==> src/hw/rtl/rrss_pkg.sv <==
// Package for the round robin sleep scheduler.
// Holds the slot count, field widths, opcode and slot state codes, the slot record
// and status types, and the ring successor function. Depends on nothing.
`default_nettype none

package rrss_pkg;

   localparam int NUM_SLOTS = 16;
   localparam int SLOT_W    = $clog2(NUM_SLOTS);
   localparam int OP_W      = 3;
   localparam int TICK_W    = 32;
   localparam int SLEEP_W   = TICK_W + 1;
   localparam int ID_W      = 4;

   typedef enum logic [OP_W-1:0] {
      OP_TICK   = 3'd0,
      OP_SLEEP  = 3'd1,
      OP_EXIT   = 3'd2,
      OP_ALARM  = 3'd3,
      OP_CREATE = 3'd4
   } opcode_type;

   typedef enum logic [1:0] {
      ST_UNUSED  = 2'd0,
      ST_READY   = 2'd1,
      ST_RUNNING = 2'd2,
      ST_WAITING = 2'd3
   } slot_state_type;

   typedef struct packed {
      slot_state_type     state;
      logic [SLEEP_W-1:0] sleep;
      logic [TICK_W-1:0]  period;
      logic [TICK_W-1:0]  remain;
   } slot_rec_type;

   typedef struct packed {
      logic              busy;
      logic              halted;
      logic [SLOT_W-1:0] current;
      logic [SLOT_W-1:0] head;
   } ctrl_status_type;

   function automatic logic [SLOT_W-1:0] next_slot(input logic [SLOT_W-1:0] s);
      return (s == SLOT_W'(NUM_SLOTS - 1)) ? '0 : s + 1'b1;
   endfunction

endpackage

`default_nettype wire

==> src/hw/rtl/rrss_if.sv <==
// Request and response channel interfaces of the round robin sleep scheduler.
// Each carries valid, ready and one beat of payload. Depends on rrss_pkg.
`default_nettype none

interface rrss_req_if import rrss_pkg::*; ();
   logic              valid;
   logic              ready;
   logic [OP_W-1:0]   opcode;
   logic [TICK_W-1:0] tick_count;
   logic [ID_W-1:0]   slot_id;

   modport source (output valid, output opcode, output tick_count, output slot_id,
                   input ready);
   modport sink (input valid, input opcode, input tick_count, input slot_id,
                 output ready);
endinterface

interface rrss_rsp_if ();
   logic       valid;
   logic       ready;
   logic [3:0] running_slot;
   logic       switched;
   logic       alarm_fired;
   logic       halted;

   modport source (output valid, output running_slot, output switched,
                   output alarm_fired, output halted, input ready);
   modport sink (input valid, input running_slot, input switched,
                 input alarm_fired, input halted, output ready);
endinterface

`default_nettype wire

==> src/hw/rtl/rrss_cell.sv <==
// One cell of the slot ring: holds the record of one slot and passes it on.
// Depends on rrss_pkg.
`default_nettype none

module rrss_cell import rrss_pkg::*; (
   input  wire logic         clock,
   input  wire logic         reset,
   input  wire logic         shift,
   input  wire slot_rec_type reset_value,
   input  wire slot_rec_type data_in,
   output slot_rec_type      data_out
);

   slot_rec_type rec_ff;

   always_ff @(posedge clock) begin
      if (reset) begin
         rec_ff <= reset_value;
      end else if (shift) begin
         rec_ff <= data_in;
      end
   end

   assign data_out = rec_ff;

endmodule

`default_nettype wire

==> src/hw/rtl/rrss_ctrl.sv <==
// Event controller of the scheduler: takes request beats, works on the slot record
// at the head of the ring as it rotates, and sends response beats.
// Depends on rrss_pkg and the channel interfaces.
`default_nettype none

module rrss_ctrl import rrss_pkg::*; (
   input  wire logic         clock,
   input  wire logic         reset,
   rrss_req_if.sink          req_ch,
   rrss_rsp_if.source        rsp_ch,
   input  wire slot_rec_type head_rec,
   output slot_rec_type      tail_rec,
   output logic              shift,
   output ctrl_status_type   status
);

   typedef enum logic [3:0] {
      S_IDLE   = 4'b0001,
      S_MAIN   = 4'b0010,
      S_SETTLE = 4'b0100,
      S_DONE   = 4'b1000
   } ctrl_state_type;

   ctrl_state_type    state_ff, state_in;
   logic              halt_ff, halt_in;
   logic [SLOT_W-1:0] cur_ff, cur_in;
   logic [SLOT_W-1:0] head_ff, head_in;
   logic              found_ff, found_in;
   logic [SLOT_W-1:0] nx_ff, nx_in;
   logic              wait_ff, wait_in;
   logic              used_ff, used_in;
   logic              zero_run_ff, zero_run_in;
   logic              copy_ff, copy_in;
   logic              lap_ff, lap_in;
   logic              fired_ff, fired_in;
   logic              rsp_valid_ff, rsp_valid_in;

   opcode_type        op_ff, op_in;
   logic [TICK_W-1:0] ticks_ff, ticks_in;
   logic [SLOT_W-1:0] sid_ff, sid_in;
   logic [SLOT_W-1:0] old_cur_ff, old_cur_in;
   slot_rec_type      cap_ff, cap_in;
   logic [3:0]        rsp_slot_ff, rsp_slot_in;
   logic              rsp_sw_ff, rsp_sw_in;
   logic              rsp_fired_ff, rsp_fired_in;
   logic              rsp_halt_ff, rsp_halt_in;

   always_comb begin
      slot_rec_type rec;
      logic         is_cur;
      logic         is_zero;
      logic         active;
      logic         can_claim;

      state_in     = state_ff;
      halt_in      = halt_ff;
      cur_in       = cur_ff;
      head_in      = head_ff;
      found_in     = found_ff;
      nx_in        = nx_ff;
      wait_in      = wait_ff;
      used_in      = used_ff;
      zero_run_in  = zero_run_ff;
      copy_in      = copy_ff;
      lap_in       = lap_ff;
      fired_in     = fired_ff;
      rsp_valid_in = rsp_valid_ff;
      op_in        = op_ff;
      ticks_in     = ticks_ff;
      sid_in       = sid_ff;
      old_cur_in   = old_cur_ff;
      cap_in       = cap_ff;
      rsp_slot_in  = rsp_slot_ff;
      rsp_sw_in    = rsp_sw_ff;
      rsp_fired_in = rsp_fired_ff;
      rsp_halt_in  = rsp_halt_ff;

      rec       = head_rec;
      is_cur    = (head_ff == cur_ff);
      is_zero   = (head_ff == '0);
      active    = !halt_ff;
      can_claim = 1'b0;
      shift     = 1'b0;

      if (rsp_ch.ready) begin
         rsp_valid_in = 1'b0;
      end

      unique case (state_ff)
         S_IDLE: begin
            if (req_ch.valid) begin
               op_in       = opcode_type'(req_ch.opcode);
               ticks_in    = req_ch.tick_count;
               sid_in      = SLOT_W'(req_ch.slot_id);
               old_cur_in  = cur_ff;
               found_in    = 1'b0;
               nx_in       = '0;
               wait_in     = 1'b0;
               used_in     = 1'b0;
               zero_run_in = 1'b0;
               fired_in    = 1'b0;
               lap_in      = (opcode_type'(req_ch.opcode) == OP_CREATE);
               copy_in     = active && (opcode_type'(req_ch.opcode) == OP_CREATE) &&
                             (req_ch.slot_id != '0) && (int'(req_ch.slot_id) < NUM_SLOTS);
               state_in    = S_MAIN;
            end
         end

         S_MAIN: begin
            shift   = 1'b1;
            head_in = next_slot(head_ff);

            // Sleep counts of waiting slots run down on every tick while the scheduler is not halted.
            if (active && op_ff == OP_TICK && rec.state == ST_WAITING) begin
               if (rec.sleep <= SLEEP_W'(2)) begin
                  rec.state = ST_READY;
               end
               if (rec.sleep != '0) begin
                  rec.sleep = rec.sleep - SLEEP_W'(1);
               end
            end

            // On tick, sleep or exit the first ready nonzero slot after the current one is claimed.
            case (op_ff) inside
               OP_TICK, OP_SLEEP: can_claim = 1'b1;
               OP_EXIT:           can_claim = (cur_ff != '0);
               default:           can_claim = 1'b0;
            endcase
            if (active && can_claim && !is_cur && !is_zero && !found_ff &&
                rec.state == ST_READY) begin
               rec.state = ST_RUNNING;
               if (op_ff == OP_TICK) begin
                  rec.sleep = '0;
               end
               found_in = 1'b1;
               nx_in    = head_ff;
            end

            if (rec.state == ST_WAITING) begin
               wait_in = 1'b1;
            end
            if (!is_cur && !is_zero && head_rec.state != ST_UNUSED) begin
               used_in = 1'b1;
            end

            if (is_cur) begin
               cap_in   = head_rec;
               state_in = S_SETTLE;
               if (active) begin
                  case (op_ff)
                     OP_TICK: begin
                        if (found_ff) begin
                           if (rec.state == ST_RUNNING) begin
                              rec.state = ST_READY;
                           end
                           cur_in = nx_ff;
                        end else if (!wait_in && is_zero) begin
                           halt_in = 1'b1;
                        end else if (rec.period != '0) begin
                           if (rec.remain <= TICK_W'(1)) begin
                              rec.remain = rec.period;
                              fired_in   = 1'b1;
                           end else begin
                              rec.remain = rec.remain - TICK_W'(1);
                           end
                        end
                     end
                     OP_SLEEP: begin
                        rec.sleep = {1'b0, ticks_ff} + SLEEP_W'(1);
                        rec.state = ST_WAITING;
                        if (found_ff) begin
                           cur_in = nx_ff;
                        end else if (is_zero) begin
                           rec.state = ST_RUNNING;
                        end else begin
                           cur_in      = '0;
                           zero_run_in = 1'b1;
                        end
                     end
                     OP_EXIT: begin
                        rec.state = ST_UNUSED;
                        if (is_zero) begin
                           halt_in = 1'b1;
                        end else if (found_ff) begin
                           cur_in = nx_ff;
                        end else if (!used_ff) begin
                           halt_in = 1'b1;
                        end else begin
                           cur_in      = '0;
                           zero_run_in = 1'b1;
                        end
                     end
                     OP_ALARM: begin
                        rec.period = ticks_ff;
                        rec.remain = ticks_ff;
                     end
                     default: begin
                     end
                  endcase
               end
            end
         end

         S_SETTLE: begin
            if (head_ff == next_slot(cur_ff) && !lap_ff) begin
               state_in = S_DONE;
            end else begin
               shift   = 1'b1;
               head_in = next_slot(head_ff);
               lap_in  = 1'b0;
               if (zero_run_ff && is_zero) begin
                  rec.state = ST_RUNNING;
               end
               if (copy_ff && head_ff == sid_ff && rec.state == ST_UNUSED) begin
                  rec.state  = ST_READY;
                  rec.sleep  = cap_ff.sleep;
                  rec.period = cap_ff.period;
                  rec.remain = cap_ff.remain;
               end
            end
         end

         S_DONE: begin
            if (!rsp_valid_ff || rsp_ch.ready) begin
               rsp_valid_in = 1'b1;
               rsp_slot_in  = 4'(cur_ff);
               rsp_sw_in    = (cur_ff != old_cur_ff);
               rsp_fired_in = fired_ff;
               rsp_halt_in  = halt_ff;
               state_in     = S_IDLE;
            end
         end

         default: begin
            state_in = S_IDLE;
         end
      endcase

      tail_rec = rec;
   end

   always_ff @(posedge clock) begin
      if (reset) begin
         state_ff     <= S_IDLE;
         halt_ff      <= 1'b0;
         cur_ff       <= '0;
         head_ff      <= next_slot('0);
         found_ff     <= 1'b0;
         nx_ff        <= '0;
         wait_ff      <= 1'b0;
         used_ff      <= 1'b0;
         zero_run_ff  <= 1'b0;
         copy_ff      <= 1'b0;
         lap_ff       <= 1'b0;
         fired_ff     <= 1'b0;
         rsp_valid_ff <= 1'b0;
      end else begin
         state_ff     <= state_in;
         halt_ff      <= halt_in;
         cur_ff       <= cur_in;
         head_ff      <= head_in;
         found_ff     <= found_in;
         nx_ff        <= nx_in;
         wait_ff      <= wait_in;
         used_ff      <= used_in;
         zero_run_ff  <= zero_run_in;
         copy_ff      <= copy_in;
         lap_ff       <= lap_in;
         fired_ff     <= fired_in;
         rsp_valid_ff <= rsp_valid_in;
      end
   end

   always_ff @(posedge clock) begin
      op_ff        <= op_in;
      ticks_ff     <= ticks_in;
      sid_ff       <= sid_in;
      old_cur_ff   <= old_cur_in;
      cap_ff       <= cap_in;
      rsp_slot_ff  <= rsp_slot_in;
      rsp_sw_ff    <= rsp_sw_in;
      rsp_fired_ff <= rsp_fired_in;
      rsp_halt_ff  <= rsp_halt_in;
   end

   assign req_ch.ready        = (state_ff == S_IDLE);
   assign rsp_ch.valid        = rsp_valid_ff;
   assign rsp_ch.running_slot = rsp_slot_ff;
   assign rsp_ch.switched     = rsp_sw_ff;
   assign rsp_ch.alarm_fired  = rsp_fired_ff;
   assign rsp_ch.halted       = rsp_halt_ff;

   assign status.busy    = (state_ff != S_IDLE);
   assign status.halted  = halt_ff;
   assign status.current = cur_ff;
   assign status.head    = head_ff;

endmodule

`default_nettype wire

==> src/hw/rtl/round_robin_sleep_scheduler.sv <==
// Round robin sleep scheduler: a ring of NUM_SLOTS slot cells that rotates past one controller.
// An event rotates the ring in the main state until the running slot reaches the head, then
// the settle state rotates on until the head follows the running slot again (a lap on a create).
// One event is in work at a time: no request beat is taken until its response beat is loaded,
// which waits while the previous response beat is still held.
// Synchronous reset: slot 0 running, all other slots unused, all counters zero.
`default_nettype none

module round_robin_sleep_scheduler import rrss_pkg::*; (
   input wire logic   clock,
   input wire logic   reset,
   rrss_req_if.sink   req_ch,
   rrss_rsp_if.source rsp_ch
);

   slot_rec_type    cell_q    [NUM_SLOTS];
   slot_rec_type    cell_init [NUM_SLOTS];
   slot_rec_type    tail_rec;
   logic            shift;
   ctrl_status_type status;

   // After reset the head cell holds slot 1, so slot 0 sits in the last cell.
   for (genvar i = 0; i < NUM_SLOTS; i++) begin : g_cell
      assign cell_init[i].state  = (i == NUM_SLOTS - 1) ? ST_RUNNING : ST_UNUSED;
      assign cell_init[i].sleep  = '0;
      assign cell_init[i].period = '0;
      assign cell_init[i].remain = '0;

      if (i == NUM_SLOTS - 1) begin : g_tail
         rrss_cell u_cell (
            .clock       (clock),
            .reset       (reset),
            .shift       (shift),
            .reset_value (cell_init[i]),
            .data_in     (tail_rec),
            .data_out    (cell_q[i])
         );
      end else begin : g_body
         rrss_cell u_cell (
            .clock       (clock),
            .reset       (reset),
            .shift       (shift),
            .reset_value (cell_init[i]),
            .data_in     (cell_q[i+1]),
            .data_out    (cell_q[i])
         );
      end
   end

   rrss_ctrl u_ctrl (
      .clock    (clock),
      .reset    (reset),
      .req_ch   (req_ch),
      .rsp_ch   (rsp_ch),
      .head_rec (cell_q[0]),
      .tail_rec (tail_rec),
      .shift    (shift),
      .status   (status)
   );

   a_halt_sticky: assert property (@(posedge clock) disable iff (reset)
      status.halted |=> status.halted)
      else $error("halt flag cleared");

   a_accept_busy: assert property (@(posedge clock) disable iff (reset)
      (req_ch.valid && req_ch.ready) |=> status.busy)
      else $error("accepted beat did not start work");

   a_halt_frozen: assert property (@(posedge clock) disable iff (reset)
      (status.halted && $past(status.halted)) |-> status.current == $past(status.current))
      else $error("running slot changed while halted");

   a_ring_aligned: assert property (@(posedge clock) disable iff (reset)
      !status.busy |-> status.head == next_slot(status.current))
      else $error("ring head not aligned after the running slot");

endmodule

`default_nettype wire
==> src/flat_wrapper.sv <==
// flat-port wrapper written by rule: the top's interface ports become plain ports
module round_robin_sleep_scheduler_flat import rrss_pkg::*;
  (clock, reset, req_ch_valid, req_ch_opcode, req_ch_tick_count, req_ch_slot_id, req_ch_ready, rsp_ch_valid, rsp_ch_running_slot, rsp_ch_switched, rsp_ch_alarm_fired, rsp_ch_halted, rsp_ch_ready);
  rrss_req_if req_ch_i ();
  rrss_rsp_if rsp_ch_i ();
  input wire logic clock;
  input wire logic reset;
  input wire logic [$bits(req_ch_i.valid)-1:0] req_ch_valid;
  input wire logic [$bits(req_ch_i.opcode)-1:0] req_ch_opcode;
  input wire logic [$bits(req_ch_i.tick_count)-1:0] req_ch_tick_count;
  input wire logic [$bits(req_ch_i.slot_id)-1:0] req_ch_slot_id;
  output wire logic [$bits(req_ch_i.ready)-1:0] req_ch_ready;
  output wire logic [$bits(rsp_ch_i.valid)-1:0] rsp_ch_valid;
  output wire logic [$bits(rsp_ch_i.running_slot)-1:0] rsp_ch_running_slot;
  output wire logic [$bits(rsp_ch_i.switched)-1:0] rsp_ch_switched;
  output wire logic [$bits(rsp_ch_i.alarm_fired)-1:0] rsp_ch_alarm_fired;
  output wire logic [$bits(rsp_ch_i.halted)-1:0] rsp_ch_halted;
  input wire logic [$bits(rsp_ch_i.ready)-1:0] rsp_ch_ready;
  assign req_ch_i.valid = req_ch_valid;
  assign req_ch_i.opcode = req_ch_opcode;
  assign req_ch_i.tick_count = req_ch_tick_count;
  assign req_ch_i.slot_id = req_ch_slot_id;
  assign req_ch_ready = req_ch_i.ready;
  assign rsp_ch_valid = rsp_ch_i.valid;
  assign rsp_ch_running_slot = rsp_ch_i.running_slot;
  assign rsp_ch_switched = rsp_ch_i.switched;
  assign rsp_ch_alarm_fired = rsp_ch_i.alarm_fired;
  assign rsp_ch_halted = rsp_ch_i.halted;
  assign rsp_ch_i.ready = rsp_ch_ready;
  round_robin_sleep_scheduler u_core (.clock(clock), .reset(reset), .req_ch(req_ch_i), .rsp_ch(rsp_ch_i));
endmodule
==> config.mk <==
export PLATFORM = sky130hd
export DESIGN_NAME = round_robin_sleep_scheduler_flat
export DESIGN_NICKNAME = d
export VERILOG_FILES = /design/src/hw/rtl/rrss_pkg.sv /design/src/hw/rtl/rrss_if.sv /design/src/hw/rtl/rrss_cell.sv /design/src/hw/rtl/rrss_ctrl.sv /design/src/hw/rtl/round_robin_sleep_scheduler.sv /design/src/flat_wrapper.sv
export SDC_FILE = /design/constraint.sdc
export NUM_CORES = 2
export LEC_CHECK = 0
export BUFFER_PORTS_ARGS = -buffer_cell sky130_fd_sc_hd__clkbuf_2
export CAP_MARGIN = 20
export CORE_MARGIN = 3
export CORE_UTILIZATION = 56
export CTS_CLUSTER_DIAMETER = 60
export CTS_CLUSTER_SIZE = 16
export DETAILED_ROUTE_END_ITERATION = 10
export GPL_TIMING_DRIVEN = 0
export PLACE_DENSITY = 0.75
export SLEW_MARGIN = 20
export SYNTH_ARGS = -nofsm -noshare
export SYNTH_HDL_FRONTEND = slang
export SYNTH_SLANG_ARGS = --single-unit
==> constraint.sdc <==
create_clock -name clock -period 4.3 [get_ports clock]
set_clock_uncertainty 0.05 [all_clocks]
set_input_delay 0.215 -clock clock [delete_from_list [all_inputs] [get_ports clock]]
set_output_delay 0.215 -clock clock [all_outputs]
set_load 0.005 [all_outputs]
Yosys cells after proc, flatten, opt, wreduce, memory -nomap -nowiden
Index checks and enable logic that the tools add are counted.
{"block": "word_totals", "latch_bits": 0, "word_cells": 275, "input_bits": 43, "out_inout_bits": 9, "ff_bits": 1756, "rom_bits": 0, "mem_count": 0, "ram_bits": 0}
{"block": "classes", "n_mul": 0, "shift": 0, "reduce_logical": 49, "n_mux": 89, "bitwise": 1, "n_div": 0, "eq_ne": 41, "n_lt_le_gt_ge": 2, "add_sub_neg": 5}
{"op": "$mux W99", "count": 4}
{"op": "$pmux W99 S2", "count": 1}
{"op": "$mux W32", "count": 5}
{"op": "$mux W35", "count": 4}
{"op": "$mux W33", "count": 3}
{"op": "$pmux W32 S2", "count": 1}
{"op": "$mux W4", "count": 15}
{"op": "$mux W1", "count": 35}
{"op": "$add A32 B1 Y33 const B", "count": 1}
{"op": "$le A33 B2 Y1 const B", "count": 1}
{"op": "$reduce_bool A33 Y1", "count": 1}
{"op": "$sub A33 B1 Y33 const B", "count": 1}
{"op": "$le A32 B1 Y1 const B", "count": 1}
{"op": "$reduce_bool A32 Y1", "count": 1}
{"op": "$sub A32 B1 Y32 const B", "count": 1}
{"op": "$ne A2 B2 Y1 const B", "count": 15}
{"op": "$ne A3 B3 Y1 const B", "count": 8}
{"op": "$pmux W1 S2", "count": 9}
{"op": "$logic_and A1 B1 Y1", "count": 16}
{"op": "$pmux W4 S2", "count": 2}
{"op": "$pmux W4 S4", "count": 1}
{"op": "$mux W2", "count": 7}
{"op": "$eq A4 B4 Y1", "count": 3}
{"op": "$eq A4 B4 Y1 const B", "count": 3}
{"op": "other kinds (28)", "count": 48}

Longest topological paths before layout
{"block": "logic_depth", "ltp_word": 22, "depth_mapped": 13}

Cells and area by module
Synthesis repeated with hierarchy kept, for this count alone.
{"block": "unflattened", "cells_unflattened": 4573, "area_unflattened_um2": 85963.7}
{"module": "rrss_cell", "area_per_inst_um2": 4677.0, "instances": 16, "seq_area_each_um2": 2972.9, "cells_each": 210}
{"module": "rrss_ctrl", "area_per_inst_um2": 11124.4, "instances": 1, "seq_area_each_um2": 4914.7, "cells_each": 1211}
{"module": "round_robin_sleep_scheduler", "area_per_inst_um2": 7.5, "instances": 1, "seq_area_each_um2": 0.0, "cells_each": 2}

Worst setup path before layout
No wires, ideal clock.
{"block": "synth_timing", "kind": "reg2reg", "startpoint": "register u_core.u_ctrl.cur_ff[2]", "endpoint": "register u_core.u_ctrl.zero_run_ff", "setup_ns": 0.093, "arrival_ns": 4.100, "period_less_slack_ns": 4.244, "path_stages_with_launch": 9, "required_time_ns": 4.157, "path_slack_ns": 0.056, "path_cell_list": "dfxtp_1 clkbuf_1 xor2_1 or4_1 buf_2 or2_2 inv_1 a41oi_1 nor3_1"}
{"block": "synth_via", "elab_chain_len": 3}
{"item": "start, declared", "line_no": "rrss_ctrl.sv:26", "source": "logic [SLOT_W-1:0] cur_ff, cur_in;"}
{"item": "start signal, assigned", "line_no": "rrss_ctrl.sv:260", "source": "cur_ff <= cur_in;"}
{"item": "$eq A4 B4 Y1", "line_no": "rrss_ctrl.sv:79", "source": "is_cur = (head_ff == cur_ff);"}
{"item": "$ne A2 B2 Y1 (no source line)"}
{"item": "$reduce_and A10 Y1 (no source line)"}
{"item": "end signal, assigned", "line_no": "rrss_ctrl.sv:266", "source": "zero_run_ff <= zero_run_in;"}
{"item": "end, declared", "line_no": "rrss_ctrl.sv:32", "source": "logic zero_run_ff, zero_run_in;"}
No other way between the ends.
A chain may end at the register's enable or synchronous reset.

Final worst setup path
{"block": "layout_timing", "startpoint": "register u_core.u_ctrl.cur_ff[0]", "endpoint": "register u_core.g_cell[11].g_body.u_cell.rec_ff (netlist bit u_core.g_cell[11].g_body.u_cell.data_out[62])"}
{"block": "layout_via", "elab_chain_len": 6, "word_cells_on_any_way": 7, "cone_classes": "1 x add/sub; 2 x eq/ne; 3 x mux; 1 x reduce/logical"}
{"item": "$add A4 B1 Y4 or $eq A4 B4 Y1 (tied branches)", "line_no": "rrss_pkg.sv:45", "source": "return (s == SLOT_W'(NUM_SLOTS - 1)) ? '0 : s + 1'b1;"}
{"item": "$mux W4 *", "line_no": "rrss_pkg.sv:45"}
{"item": "$eq A4 B4 Y1 *", "line_no": "rrss_ctrl.sv:205", "source": "if (head_ff == next_slot(cur_ff) && !lap_ff) begin"}
{"item": "$logic_and A1 B1 Y1 *", "line_no": "rrss_ctrl.sv:205"}
{"item": "$mux W1 *", "line_no": "rrss_ctrl.sv:205"}
{"item": "$pmux W1 S2 *", "line_no": "rrss_ctrl.sv:89", "source": "unique case (state_ff)"}
{"item": "end signal, assigned", "line_no": "rrss_cell.sv:18", "source": "rec_ff <= reset_value;"}
{"item": "end signal, assigned", "line_no": "rrss_cell.sv:20", "source": "rec_ff <= data_in;"}
{"item": "end, declared", "line_no": "rrss_cell.sv:14", "source": "slot_rec_type rec_ff;"}
Every way passes the cells marked *; elsewhere a longest branch is shown, timed or not.

==> impl_summary.md <==
Route
The average detailed-routed wire length per instance is 22.1 µm. The via-per-instance ratio is 5.82. The DRC violations left is 0. The first TritonRoute pass finished after 9 iterations.

For this block, the via count after detailed routing is 56692. The number of nets with antenna violations after detailed routing is 0. The count of routing violations after the opening detailed-route iteration is 6154. Summed over all layers, the routed wires come to 215000 µm.

Power and ir drop
In this run the static leakage power is 23.2 nW. The power per cell area is 423 nW/µm². Per report_power, the sequential group accounts for 55.1% of the total.

The internal power component is 23.3 mW. The part of the power in the clock network is 41.6%. The completed layout was analyzed and its total power is 30.3 mW. The power share of the combinational group is 3.3%.

The net switching share of the total power is 23.2%. For this design the total switching power over the nets is 7.01 mW. The peak supply drop is 0.000399 V.

Finish
For this run, the post-layout net count is 8235. The post-route cell area is 71500 µm². The signed area change from the synthesized netlist to the final layout is 10.7%. Leaving out fill and tap cells, the most frequent cell in the layout is sky130_fd_sc_hd__nand2_1. Of the cells placed in the final design, the portion with a size suffix greater than 1 is 5.33%.

The non-filler instance count after layout is 9746. In the layout the commonest cells are sky130_fd_sc_hd__nand2_1 (3101), sky130_fd_sc_hd__dfxtp_1 (1609), sky130_fd_sc_hd__a21oi_1 (1586).

Setup path
STA puts the critical path data arrival time at 4.85 ns. STA puts the critical path data required time at 4.92 ns. The category of the worst setup path launch point is a flip-flop. The type of the setup path with the least slack is reg -> reg.

Along the worst path, the maximum fanout reaches 10. STA classifies the critical path endpoint as a flip-flop.

Synth
After synthesis, the cell types taking the most area are sky130_fd_sc_hd__dfxtp_1 (50%), sky130_fd_sc_hd__nand2_1 (18%), sky130_fd_sc_hd__a21oi_1 (12%). In this run, distinct cell masters in the synthesized netlist total 78. The most used flip-flop cell after synthesis is sky130_fd_sc_hd__dfxtp_1.

Yosys mapped a number of flops with a built-in enable equal to 147. The number of flip-flops and latches in the synthesized netlist is 1756. The average footprint of a synthesized cell is 8.13 µm². Yosys printed 0 warnings. The sequential share of the synthesized area is 56.7%.

The number of nets handed over by synthesis was 7997. The gate count of the mapped netlist is 7944. The largest area contributor in the netlist is sky130_fd_sc_hd__dfxtp_1.

The fraction of synthesized cell area taken by the top area cell type is 49.8%. The synthesized netlist occupies a cell area of 64600 µm². Counting flops with an async set or reset pin after synthesis yields a share of 0%.

GRT
The number of antenna violations at the first check in global routing is 5. Global routing used 34.9% of the available tracks. The global-route wire length before repair is 320000 µm.

The number of global-route vias before repair is 53599. The total overflow left after global routing is 0. Entering global routing, the biggest net connects 66 pins.

Place
Input and output buffers added on the ports amount to 50. Counting tap cells, the placed design contains a total of 9497 instances. The cell area after placement is 66800 µm².

The congestion estimate from routability-driven global placement came to 1.06. Detailed placement ended at an HPWL of 162000 µm. The worst setup slack after placement is -0.325 ns.

Floorplanning
For this design the top-level I/O count stands at 52. The core region is 114000 µm². The die covers 120000 µm².

Once the floorplan was initialized, standard cells occupied 56.9% of the core. The floorplan step set the die width to 346 µm. The vertical extent of the die is 346 µm. The number of placement rows is 123.

Run status
The run finished with clean final reports.

CTS
The H-tree was split into 4 levels. The buffers inserted during post-CTS setup optimization is 0. The clock tree from TritonCTS is done. For the worst-skew pair, the clock arrives at the later sink with an insertion delay of 0.79 ns. The clock passes through at most 3 buffers.

The clock tree root driver cell is sky130_fd_sc_hd__clkbuf_16. The clock-pin transition on the worst setup and hold timing paths is 0.07 ns. For this design, the sink count on the clock tree is 1756. In this run, CTS created clock tree buffers numbering 140.

Timing
The final total negative setup slack is 0 ns. The transition time at the pin with the least slew margin is 1.28 ns. The final critical path takes up 98.5% of the cycle.

Setup repair after global routing could not meet its margin everywhere. The final hold violation count is 0. The clock period could shrink to 4.23 ns. Setup violations remaining at the end of the flow were counted as 0. The fmax is 236 MHz. The post-layout worst setup margin is 0.0651 ns. The final number of max-transition violations is 0. The headroom to the max-slew limit is 14.6%.

Min path
The worst hold path class is in -> reg.

Flow run
The number of max-cap violations is 0.
-- path summary, 6_finish.rpt --
check                                             start                                      endpoint  slack, ns  cells past startpoint
max                             u_core.u_ctrl.cur_ff[0]  u_core.g_cell[11].g_body.u_cell.data_out[62]       0.07                     12
min                               req_ch_tick_count[21]                    u_core.u_ctrl.ticks_ff[21]       0.11                      2
max reg2reg                     u_core.u_ctrl.cur_ff[0]  u_core.g_cell[11].g_body.u_cell.data_out[62]       0.07                     12
min reg2reg  u_core.g_cell[0].g_body.u_cell.data_out[9]                       u_core.u_ctrl.cap_ff[9]       0.38                      0
-- power groups by stage --
stage,clock (mW),sequential [mW],combinational (mW)
after floorplan,0,17.0,0.557
after global placement,0,17.1,0.922
after detailed placement,0,17.0,0.936
after CTS,12.7,16.7,0.974
after global routing,13.2,16.7,1.07
final,12.6,16.7,1.00
-- worst max-delay path, stage by stage, from the launching register on --
cell	delay (ns)
sky130_fd_sc_hd__dfxtp_1	0.39
sky130_fd_sc_hd__clkbuf_1	0.33
sky130_fd_sc_hd__inv_1	0.08
sky130_fd_sc_hd__ha_1	0.31
sky130_fd_sc_hd__xor2_1	0.15
sky130_fd_sc_hd__nor2_1	0.18
sky130_fd_sc_hd__nand4_1	0.14
sky130_fd_sc_hd__o22ai_2	0.48
sky130_fd_sc_hd__buf_2	0.47
sky130_fd_sc_hd__clkbuf_1	0.68
sky130_fd_sc_hd__clkbuf_1	0.57
sky130_fd_sc_hd__nand2_1	0.11
sky130_fd_sc_hd__a21oi_1	0.17
-- per-layer routing --
metal,track usage (%),share of wire [%],wire length (µm)
met1,46.1,41,88300
met2,54.8,44,95200
met3,6.74,9.0,19500
met4,17.7,5.7,12400
met5,0,0.043,93
-- through the flow --
| step | utilization, % | hold slack, ns |
|---|---|---|
| 4_1_cts | 62.9 | 0.0738 |
| 3_5_place_dp | 58.8 | 0.344 |
| 3_3_place_gp | 58.8 | 0.343 |
| 5_1_grt | 63.0 | 0.109 |
| 6_report | 63.0 | 0.110 |
| 2_1_floorplan | - | 0.264 |
-- flip-flops by register name (all words and copies together), names as in the netlist, 3 cells and up --
register,flops
u_core.g_cell.g_body.u_cell.data_out,1485
u_core.g_cell.g_tail.u_cell.data_out,99
u_core.u_ctrl.cap_ff,97
u_core.u_ctrl.cur_ff,4
u_core.u_ctrl.head_ff,4
u_core.u_ctrl.nx_ff,4
u_core.u_ctrl.old_cur_ff,4
u_core.u_ctrl.op_ff,3
u_core.u_ctrl.rsp_ch.running_slot,4
u_core.u_ctrl.sid_ff,4
u_core.u_ctrl.state_ff,4
u_core.u_ctrl.ticks_ff,32
-- final cells by class --
cell class                      instances  area (µm²)
Antenna cell                            3        7.51
Buffer                                605        2480
Clock buffer                          167        3760
Clock inverter                         36         464
Fill cell                            9991       42100
Inverter                               27         106
Multi-Input combinational cell       5556       25500
Sequential cell                      1756       36600
Tap cell                             1500        1880
Timing Repair Buffer                   96         734
-- synthesized netlist by cell type, drive strengths merged, types with 4 or more instances --
library cell	count
buf	154
a21oi	1586
and3	22
nand3b	7
nor3	75
nand4	19
xnor2	53
nor4	36
a31oi	11
or2	4
or4	14
or3	13
a221oi	23
mux2i	37
nand3	39
dfxtp	1609
a211o	5
o211ai	21
a211oi	15
and2	7
and4	9
o22a	6
nor2	162
nand2	3102
o31ai	7
o221a	4
or4b	4
nor2b	4
nand2b	8
a22oi	12
xor2	40
o22ai	20
inv	27
nor3b	5
a221o	22
ha	10
a311oi	20
o221ai	21
nor4b	4
o21a	4
a21o	5
clkbuf	451
o21ai	71
edfxtp	147
-- kinds of logic after synthesis --
| kind of cell | share of synthesized area, % |
|---|---|
| AO/OA/AOI/OAI | 15.6 |
| XOR/XNOR | 1.26 |
| adder cells (fa/ha/maj) | 0.194 |
| buffers and inverters | 3.93 |
| flip-flops | 56.7 |
| multiplexers | 0.591 |
| AND/OR/NAND/NOR | 21.7 |
-- repair_timing --
item	4_1_cts	5_1_grt
resized for setup	4	34
setup endpoints to repair	177	220
hold buffers	42	0
endpoints found under the hold margin	45	0
(Power assumes the default switching activity.)
